File: src/sv/biq_pkg.sv
`timescale 1ns / 1ps

package biq_pkg;

    localparam int SAMPLE_WIDTH   = 16;
    localparam int COEF_FRAC_BITS = 20;
    localparam int COEF_WIDTH     = 24;
    localparam int DELAY_WIDTH    = 48;
    localparam int NUM_COEFS      = 5;
    localparam int ADDR_WIDTH     = 5;
    localparam int DATA_WIDTH     = 32;

    localparam int Y_WIDTH    = DELAY_WIDTH - COEF_FRAC_BITS + 1;
    localparam int OPB_WIDTH  = (Y_WIDTH > SAMPLE_WIDTH) ? Y_WIDTH : SAMPLE_WIDTH;
    localparam int PROD_WIDTH = COEF_WIDTH + OPB_WIDTH;
    localparam int ACC_WIDTH  = PROD_WIDTH + 3;

    localparam logic [COEF_WIDTH-1:0] COEF_ONE = COEF_WIDTH'(1) << COEF_FRAC_BITS;
    localparam logic [ACC_WIDTH-1:0]  ROUND_HALF = ACC_WIDTH'(1) << (COEF_FRAC_BITS - 1);

    typedef enum logic [2:0] {
        REG_B0 = 3'd0,
        REG_B1 = 3'd1,
        REG_B2 = 3'd2,
        REG_A1 = 3'd3,
        REG_A2 = 3'd4
    } reg_idx_t;

    typedef struct packed {
        logic [COEF_WIDTH-1:0] b0;
        logic [COEF_WIDTH-1:0] b1;
        logic [COEF_WIDTH-1:0] b2;
        logic [COEF_WIDTH-1:0] a1;
        logic [COEF_WIDTH-1:0] a2;
    } coefs_t;

    typedef enum logic [2:0] {
        ST_IDLE,
        ST_MB0,
        ST_ACC,
        ST_RND,
        ST_MA1,
        ST_N1,
        ST_MA2,
        ST_N2
    } state_t;

    typedef enum logic [2:0] {
        MUL_B0,
        MUL_B1,
        MUL_B2,
        MUL_A1,
        MUL_A2
    } mul_sel_t;

    typedef enum logic [1:0] {
        ACC_HOLD,
        ACC_SAT_D1,
        ACC_ADD_D2,
        ACC_LOAD
    } acc_op_t;

    typedef struct packed {
        logic     load_x;
        logic     mul_en;
        mul_sel_t mul_sel;
        acc_op_t  acc_op;
        logic     y_en;
        logic     d1_en;
        logic     d2_en;
        logic     out_en;
    } ctl_t;

    function automatic logic [DELAY_WIDTH-1:0] sat_delay(input logic [ACC_WIDTH-1:0] v);
        logic [ACC_WIDTH-DELAY_WIDTH:0] upper;
        logic [DELAY_WIDTH-1:0]         res;
        upper = v[ACC_WIDTH-1:DELAY_WIDTH-1];
        if ((&upper) || (~|upper))
        begin
            res = v[DELAY_WIDTH-1:0];
        end
        else if (v[ACC_WIDTH-1])
        begin
            res = {1'b1, {(DELAY_WIDTH-1){1'b0}}};
        end
        else
        begin
            res = {1'b0, {(DELAY_WIDTH-1){1'b1}}};
        end
        return res;
    endfunction

endpackage

File: src/sv/biq_regs.sv
`timescale 1ns / 1ps

module biq_regs
(
    input  logic                           clk,
    input  logic                           rst_n,
    input  logic                           psel,
    input  logic                           penable,
    input  logic                           pwrite,
    input  logic [biq_pkg::ADDR_WIDTH-1:0] paddr,
    input  logic [biq_pkg::DATA_WIDTH-1:0] pwdata,
    output logic [biq_pkg::DATA_WIDTH-1:0] prdata,
    output logic                           pready,
    output biq_pkg::coefs_t                coefs
);
    import biq_pkg::*;

    coefs_t   coefs_reg;
    reg_idx_t idx;
    logic     wr_en;
    logic [COEF_WIDTH-1:0] rd_coef;

    assign idx    = reg_idx_t'(paddr[ADDR_WIDTH-1:2]);
    assign wr_en  = psel && penable && pwrite;
    assign pready = 1'b1;
    assign coefs  = coefs_reg;

    always_ff @(posedge clk or negedge rst_n)
    begin
        if (!rst_n)
        begin
            coefs_reg.b0 <= COEF_ONE;
            coefs_reg.b1 <= '0;
            coefs_reg.b2 <= '0;
            coefs_reg.a1 <= '0;
            coefs_reg.a2 <= '0;
        end
        else if (wr_en)
        begin
            unique case (idx)
                REG_B0:  coefs_reg.b0 <= pwdata[COEF_WIDTH-1:0];
                REG_B1:  coefs_reg.b1 <= pwdata[COEF_WIDTH-1:0];
                REG_B2:  coefs_reg.b2 <= pwdata[COEF_WIDTH-1:0];
                REG_A1:  coefs_reg.a1 <= pwdata[COEF_WIDTH-1:0];
                REG_A2:  coefs_reg.a2 <= pwdata[COEF_WIDTH-1:0];
                default: ;
            endcase
        end
    end

    always_comb
    begin
        unique case (idx)
            REG_B0:  rd_coef = coefs_reg.b0;
            REG_B1:  rd_coef = coefs_reg.b1;
            REG_B2:  rd_coef = coefs_reg.b2;
            REG_A1:  rd_coef = coefs_reg.a1;
            REG_A2:  rd_coef = coefs_reg.a2;
            default: rd_coef = '0;
        endcase
    end

    assign prdata = {{(DATA_WIDTH-COEF_WIDTH){rd_coef[COEF_WIDTH-1]}}, rd_coef};

endmodule

File: src/sv/biq_ctrl.sv
`timescale 1ns / 1ps

module biq_ctrl
(
    input  logic          clk,
    input  logic          rst_n,
    input  logic          in_valid,
    output logic          in_ready,
    output logic          out_valid,
    input  logic          out_ready,
    output biq_pkg::ctl_t ctl
);
    import biq_pkg::*;

    state_t state_reg;
    state_t state_next;
    logic   out_valid_reg;
    logic   out_valid_next;
    logic   out_free;

    assign out_free  = !out_valid_reg || out_ready;
    assign in_ready  = (state_reg == ST_IDLE);
    assign out_valid = out_valid_reg;

    always_ff @(posedge clk or negedge rst_n)
    begin
        if (!rst_n)
        begin
            state_reg     <= ST_IDLE;
            out_valid_reg <= 1'b0;
        end
        else
        begin
            state_reg     <= state_next;
            out_valid_reg <= out_valid_next;
        end
    end

    always_comb
    begin
        state_next     = state_reg;
        out_valid_next = out_valid_reg && !out_ready;
        ctl            = '0;
        ctl.mul_sel    = MUL_B0;
        ctl.acc_op     = ACC_HOLD;
        unique case (state_reg)
            ST_IDLE:
            begin
                ctl.load_x = in_valid;
                if (in_valid)
                begin
                    state_next = ST_MB0;
                end
            end
            ST_MB0:
            begin
                ctl.mul_en  = 1'b1;
                ctl.mul_sel = MUL_B0;
                state_next  = ST_ACC;
            end
            ST_ACC:
            begin
                ctl.acc_op  = ACC_SAT_D1;
                ctl.mul_en  = 1'b1;
                ctl.mul_sel = MUL_B1;
                state_next  = ST_RND;
            end
            ST_RND:
            begin
                ctl.y_en   = 1'b1;
                ctl.acc_op = ACC_ADD_D2;
                state_next = ST_MA1;
            end
            ST_MA1:
            begin
                ctl.mul_en  = 1'b1;
                ctl.mul_sel = MUL_A1;
                state_next  = ST_N1;
            end
            ST_N1:
            begin
                ctl.d1_en   = 1'b1;
                ctl.mul_en  = 1'b1;
                ctl.mul_sel = MUL_B2;
                state_next  = ST_MA2;
            end
            ST_MA2:
            begin
                ctl.acc_op  = ACC_LOAD;
                ctl.mul_en  = 1'b1;
                ctl.mul_sel = MUL_A2;
                state_next  = ST_N2;
            end
            ST_N2:
            begin
                if (out_free)
                begin
                    ctl.d2_en      = 1'b1;
                    ctl.out_en     = 1'b1;
                    out_valid_next = 1'b1;
                    state_next     = ST_IDLE;
                end
            end
            default:
            begin
                state_next = ST_IDLE;
            end
        endcase
    end

endmodule

File: src/sv/biq_datapath.sv
`timescale 1ns / 1ps

module biq_datapath
(
    input  logic                                    clk,
    input  logic                                    rst_n,
    input  biq_pkg::ctl_t                           ctl,
    input  biq_pkg::coefs_t                         coefs,
    input  logic signed [biq_pkg::SAMPLE_WIDTH-1:0] sample_in,
    output logic signed [biq_pkg::SAMPLE_WIDTH-1:0] sample_out,
    output logic                                    clipped
);
    import biq_pkg::*;

    logic signed [SAMPLE_WIDTH-1:0] x_reg;
    logic signed [OPB_WIDTH-1:0]    y_reg;
    logic signed [PROD_WIDTH-1:0]   prod_reg;
    logic [ACC_WIDTH-1:0]           acc_reg;
    logic [DELAY_WIDTH-1:0]         d1_reg;
    logic [DELAY_WIDTH-1:0]         d2_reg;
    logic signed [SAMPLE_WIDTH-1:0] out_reg;
    logic                           clip_reg;

    logic signed [COEF_WIDTH-1:0]   mul_a;
    logic signed [OPB_WIDTH-1:0]    mul_b;
    logic signed [OPB_WIDTH-1:0]    x_ext;
    logic signed [PROD_WIDTH-1:0]   prod_w;
    logic [ACC_WIDTH-1:0]           prod_ext;
    logic [ACC_WIDTH-1:0]           d1_ext;
    logic [ACC_WIDTH-1:0]           d2_ext;
    logic [ACC_WIDTH-1:0]           diff;
    logic [ACC_WIDTH-1:0]           round_sum;
    logic [DELAY_WIDTH-1:0]         d1_sum_sat;
    logic [OPB_WIDTH-SAMPLE_WIDTH:0] y_upper;
    logic signed [SAMPLE_WIDTH-1:0] out_sat;
    logic                           out_clip;

    assign x_ext = {{(OPB_WIDTH-SAMPLE_WIDTH){x_reg[SAMPLE_WIDTH-1]}}, x_reg};

    always_comb
    begin
        unique case (ctl.mul_sel)
            MUL_B0:
            begin
                mul_a = coefs.b0;
                mul_b = x_ext;
            end
            MUL_B1:
            begin
                mul_a = coefs.b1;
                mul_b = x_ext;
            end
            MUL_B2:
            begin
                mul_a = coefs.b2;
                mul_b = x_ext;
            end
            MUL_A1:
            begin
                mul_a = coefs.a1;
                mul_b = y_reg;
            end
            MUL_A2:
            begin
                mul_a = coefs.a2;
                mul_b = y_reg;
            end
            default:
            begin
                mul_a = '0;
                mul_b = '0;
            end
        endcase
    end

    assign prod_w     = mul_a * mul_b;
    assign prod_ext   = {{(ACC_WIDTH-PROD_WIDTH){prod_reg[PROD_WIDTH-1]}}, prod_reg};
    assign d1_ext     = {{(ACC_WIDTH-DELAY_WIDTH){d1_reg[DELAY_WIDTH-1]}}, d1_reg};
    assign d2_ext     = {{(ACC_WIDTH-DELAY_WIDTH){d2_reg[DELAY_WIDTH-1]}}, d2_reg};
    assign diff       = acc_reg - prod_ext;
    assign round_sum  = acc_reg + ROUND_HALF;
    assign d1_sum_sat = sat_delay(prod_ext + d1_ext);

    // clamp y to the sample range
    assign y_upper = y_reg[OPB_WIDTH-1:SAMPLE_WIDTH-1];
    always_comb
    begin
        if ((&y_upper) || (~|y_upper))
        begin
            out_sat  = y_reg[SAMPLE_WIDTH-1:0];
            out_clip = 1'b0;
        end
        else if (y_reg[OPB_WIDTH-1])
        begin
            out_sat  = {1'b1, {(SAMPLE_WIDTH-1){1'b0}}};
            out_clip = 1'b1;
        end
        else
        begin
            out_sat  = {1'b0, {(SAMPLE_WIDTH-1){1'b1}}};
            out_clip = 1'b1;
        end
    end

    always_ff @(posedge clk or negedge rst_n)
    begin
        if (!rst_n)
        begin
            d1_reg <= '0;
            d2_reg <= '0;
        end
        else
        begin
            if (ctl.d1_en)
            begin
                d1_reg <= sat_delay(diff);
            end
            if (ctl.d2_en)
            begin
                d2_reg <= sat_delay(diff);
            end
        end
    end

    always_ff @(posedge clk)
    begin
        if (ctl.load_x)
        begin
            x_reg <= sample_in;
        end
        if (ctl.mul_en)
        begin
            prod_reg <= prod_w;
        end
        if (ctl.y_en)
        begin
            y_reg <= round_sum[COEF_FRAC_BITS +: OPB_WIDTH];
        end
        case (ctl.acc_op)
            ACC_SAT_D1:
            begin
                acc_reg <= {{(ACC_WIDTH-DELAY_WIDTH){d1_sum_sat[DELAY_WIDTH-1]}}, d1_sum_sat};
            end
            ACC_ADD_D2: acc_reg <= prod_ext + d2_ext;
            ACC_LOAD:   acc_reg <= prod_ext;
            default:    ;
        endcase
        if (ctl.out_en)
        begin
            out_reg  <= out_sat;
            clip_reg <= out_clip;
        end
    end

    assign sample_out = out_reg;
    assign clipped    = clip_reg;

endmodule

File: src/sv/biquad_iir_filter.sv
`timescale 1ns / 1ps
// A sample steps from the input transfer through ST_MB0, ST_ACC, ST_RND, ST_MA1,
// ST_N1, ST_MA2 and ST_N2, seven steps on the single shared 24 x 29 multiplier.
// ST_N2 holds while the output is stalled. in_ready is high only in ST_IDLE.
// The next sample is accepted while a finished result waits in the output register.
// Reset (rst_n low, async): b0 = 1.0, other coefficients and both delays zero.

module biquad_iir_filter
(
    input  logic                                    clk,
    input  logic                                    rst_n,
    input  logic                                    psel,
    input  logic                                    penable,
    input  logic                                    pwrite,
    input  logic [biq_pkg::ADDR_WIDTH-1:0]          paddr,
    input  logic [biq_pkg::DATA_WIDTH-1:0]          pwdata,
    output logic [biq_pkg::DATA_WIDTH-1:0]          prdata,
    output logic                                    pready,
    input  logic                                    in_valid,
    output logic                                    in_ready,
    input  logic signed [biq_pkg::SAMPLE_WIDTH-1:0] sample_in,
    output logic                                    out_valid,
    input  logic                                    out_ready,
    output logic signed [biq_pkg::SAMPLE_WIDTH-1:0] sample_out,
    output logic                                    clipped
);
    import biq_pkg::*;

    coefs_t coefs;
    ctl_t   ctl;

    biq_regs u_regs
    (
        .clk     (clk),
        .rst_n   (rst_n),
        .psel    (psel),
        .penable (penable),
        .pwrite  (pwrite),
        .paddr   (paddr),
        .pwdata  (pwdata),
        .prdata  (prdata),
        .pready  (pready),
        .coefs   (coefs)
    );

    biq_ctrl u_ctrl
    (
        .clk       (clk),
        .rst_n     (rst_n),
        .in_valid  (in_valid),
        .in_ready  (in_ready),
        .out_valid (out_valid),
        .out_ready (out_ready),
        .ctl       (ctl)
    );

    biq_datapath u_datapath
    (
        .clk        (clk),
        .rst_n      (rst_n),
        .ctl        (ctl),
        .coefs      (coefs),
        .sample_in  (sample_in),
        .sample_out (sample_out),
        .clipped    (clipped)
    );

endmodule

File: config.mk
export PLATFORM = sky130hd
export DESIGN_NAME = biquad_iir_filter
export DESIGN_NICKNAME = d
export VERILOG_FILES = /design/src/sv/biq_pkg.sv /design/src/sv/biq_regs.sv /design/src/sv/biq_ctrl.sv /design/src/sv/biq_datapath.sv /design/src/sv/biquad_iir_filter.sv
export SDC_FILE = /design/constraint.sdc
export NUM_CORES = 2
export LEC_CHECK = 0
export ABC_AREA = 1
export BUFFER_PORTS_ARGS = -buffer_cell sky130_fd_sc_hd__buf_2
export CORE_MARGIN = 8
export CORE_UTILIZATION = 58
export CTS_CLUSTER_DIAMETER = 50
export DETAILED_ROUTE_END_ITERATION = 7
export PLACE_DENSITY_LB_ADDON = 0.3
export SLEW_MARGIN = 20
export SYNTH_ARGS = -nofsm -noshare
export SYNTH_HDL_FRONTEND = slang
export SYNTH_SLANG_ARGS = --single-unit
File: constraint.sdc
create_clock -name clk -period 12.8 [get_ports clk]
set_input_delay 2.56 -clock clk [delete_from_list [all_inputs] [get_ports clk]]
set_output_delay 2.56 -clock clk [all_outputs]
set_load 0.02 [all_outputs]
==> flow_metrics.tcl <==
set metrics [dict create \
    pre_cts_ws_ps 2080 \
    port_buffers 100 \
    seq_area_sq_mm 0.0106 \
    cts.htree.levels 2 \
    area_growth_pct 7.05 \
    cts_buffers 55 \
    dp_hpwl_microns 151000 \
    num_vias 48200 \
    ctsLongestPathBuffers 3 \
    crit_required_ps 13160 \
    ys_seq_elements 389 \
    io_pins 112 \
    place_area_sq_mm 0.0558 \
    synth-edff-count 169 \
    arrival_ps 11200 \
    yosysTopAreaCellShare_pct 26.7 \
    worst_slew_pin_slew_ps 1130 \
    die_height_microns 321 \
    crit_fanout 30 \
    vias_per_cell 5.66 \
    cts.sinks 389 \
    cts_setup_buffers 0 \
    yosys.area.top_type "fa_1" \
    drt-initial-drc-count 4703 \
    yosys_warnings 0 \
    root_buffer "clkbuf_16" \
    synth_most_common_cell "nand2_1" \
    largest_reg_flops 120 \
    cp_common_cell "fa_1" \
    crit_family "adder cells" \
    cpPeakStageDelay_ps 1040 \
    synth.avg_cell_area_sq_um 7.50 \
    gp_congestion 1.08 \
    hp-class "flop to flop" \
    multiInputGateArea_sq_mm 0.0368 \
    drt_pre_antenna_iters 6 \
    diodes 0 \
    postCtsHoldBufs 0 \
    crit_type "flop to flop" \
    grt_use_total_pct 36.3 \
    worst-path-buf-inv 8 \
    endpoint_kind "flop" \
    drt-total-wl_microns 187000 \
    fin_setup_tns_ps 0 \
    synth.top_cells.by_count "1965 x nand2_1, 1485 x inv_1, 720 x fa_1, 718 x nor2_1, 305 x ha_1" \
    initial_core_util_pct 58.1 \
    setup_viol 0 \
    drive_above_1_share_pct 5.45 \
    cap_violations 0 \
    routedWlPerCell_microns 21.9 \
    cp_slowest_cell "fa_1" \
    core_region_area_sq_mm 0.0928 \
    setup_ws_ps 1960 \
    slew_violations 0 \
    grt_pass1_vias 49300 \
    fin_skew_ps 31.1 \
    min_period_over_period_pct 84.7 \
    ys.flop_type "dfrtp_1" \
    slew_headroom_pct 24.7 \
    final_area_sq_mm 0.0577 \
    cts.reportedPaths.clkPinSlew_ps 60 \
    cts.repair.resized 0 \
    grt_pass1_wl_microns 285000 \
    seq_area_frac_synth_pct 19.6 \
    die_width_microns 321 \
    synthCells 7181 \
    start_kind "flop" \
    die_area_sq_mm 0.103 \
    fmax_mhz 92.2 \
    synth_cell_types 56 \
    hold_violations 0 \
    synthesis.area_sq_mm 0.0539 \
    synth_async_sr_flop_share_pct 56.6 \
    cts_tree "yes" \
    rsz0062_at_grt "no" \
    std_cell_rows 112 \
    drcViolationCount 0 \
    syn-num-nets 8266 \
    n_fill_cell 8472 \
    grt-ovfl-total 0 \
    yosys-top-cells-area "fa_1 27%, nand2_1 14%, inv_1 10%" \
    min_period_ps 10840 \
    clock_latency_ps 650 \
    grt_max_degree 114 \
    ant_nets 0 \
    nNetsFinal 8309 \
    status "finished clean" \
    worst_hold_slack_ps 485 \
    antenna_found_initial 1 \
]
## per-layer routing
metal	up-vias	wire length [microns]	share of wire, %	GRT usage, %
met4	0	13000	6.9	20.7
met1	23100	70600	38	45.2
met3	596	17400	9.3	6.26
met2	2524	86000	46	59.7
li1	22000	-	-	-
met5	-	0	0	0
## cell type report
type,instances,area share [%]
multi-input combinational,5076,63.8
clock inverter,33,0.636
tap,1254,2.72
timing repair buffer,188,2.05
clock buffer,69,2.58
sequential,389,18.3
inverter,1514,9.86
## logic make-up after synthesis
kind of cell	after synthesis	share of synthesized area (%)
AO/OA/AOI/OAI	813	8.53
XOR/XNOR	177	2.88
adder cells (fa/ha/maj)	1025	33.8
buffers and inverters	1716	12.3
flip-flops	389	19.6
other	1	0.00696
AND/OR/NAND/NOR	3060	22.9
## tightest hold or removal path: stages (launching register included)
cell and delay, ps:
dfrtp_1 340, nand2_1 50, o21ai_0 60
## stage by stage
step                utilization (%)  cells
finish                         62.2   8523
global route                   62.2   8523
CTS                            62.2   8523
detailed placement             60.2   8421
global placement               60.2   8421
floorplan                         -   7181
## path summary, 6_finish.rpt
check | start | end | slack (ps) | depth (start not counted)
max | u_ctrl.state_reg[2] | u_datapath.prod_reg[52] | 1960 | 27
min | u_regs.coefs[14] | u_regs.coefs[14] | 480 | 2
max reg2reg | u_ctrl.state_reg[2] | u_datapath.prod_reg[52] | 1960 | 27
min reg2reg | u_regs.coefs[14] | u_regs.coefs[14] | 480 | 2
max in group asynchronous | rst_n | u_datapath.d1_reg[46] | 8640 | 3
min in group asynchronous | rst_n | u_regs.coefs[0] | 1980 | 1
## layout by cell type, fill, tap and decap left out, types with 10 or more instances in the layout
cell type	netlist	final
o21ai_0	301	289
a221oi_1	10	10
nand2_2	7	10
a21oi_1	279	279
fa_1	720	720
nor4_1	20	17
a22o_1	10	10
and3_1	10	10
nor3_2	8	12
dfrtp_1	219	219
nand3_1	175	175
nand4_1	30	30
buf_2	40	99
clkbuf_16	0	55
o2111ai_1	16	16
nor2_1	718	708
o21bai_1	28	28
or2_2	33	33
edfxtp_1	169	169
o211ai_1	15	15
a21o_1	18	18
nor2_2	13	20
xnor2_1	69	69
ha_1	305	305
nor3_1	38	34
o21ai_1	34	43
nand3b_1	19	19
inv_2	14	14
clkinv_1	14	15
buf_4	13	87
o22ai_1	14	14
a31oi_1	34	34
inv_1	1485	1485
a22oi_1	17	17
xor2_1	108	108
nand2_1	1965	1962
Power is left out: the tool's default activity adds up to more than one toggle a clock period on the data nets, which glitch-free logic cannot reach.
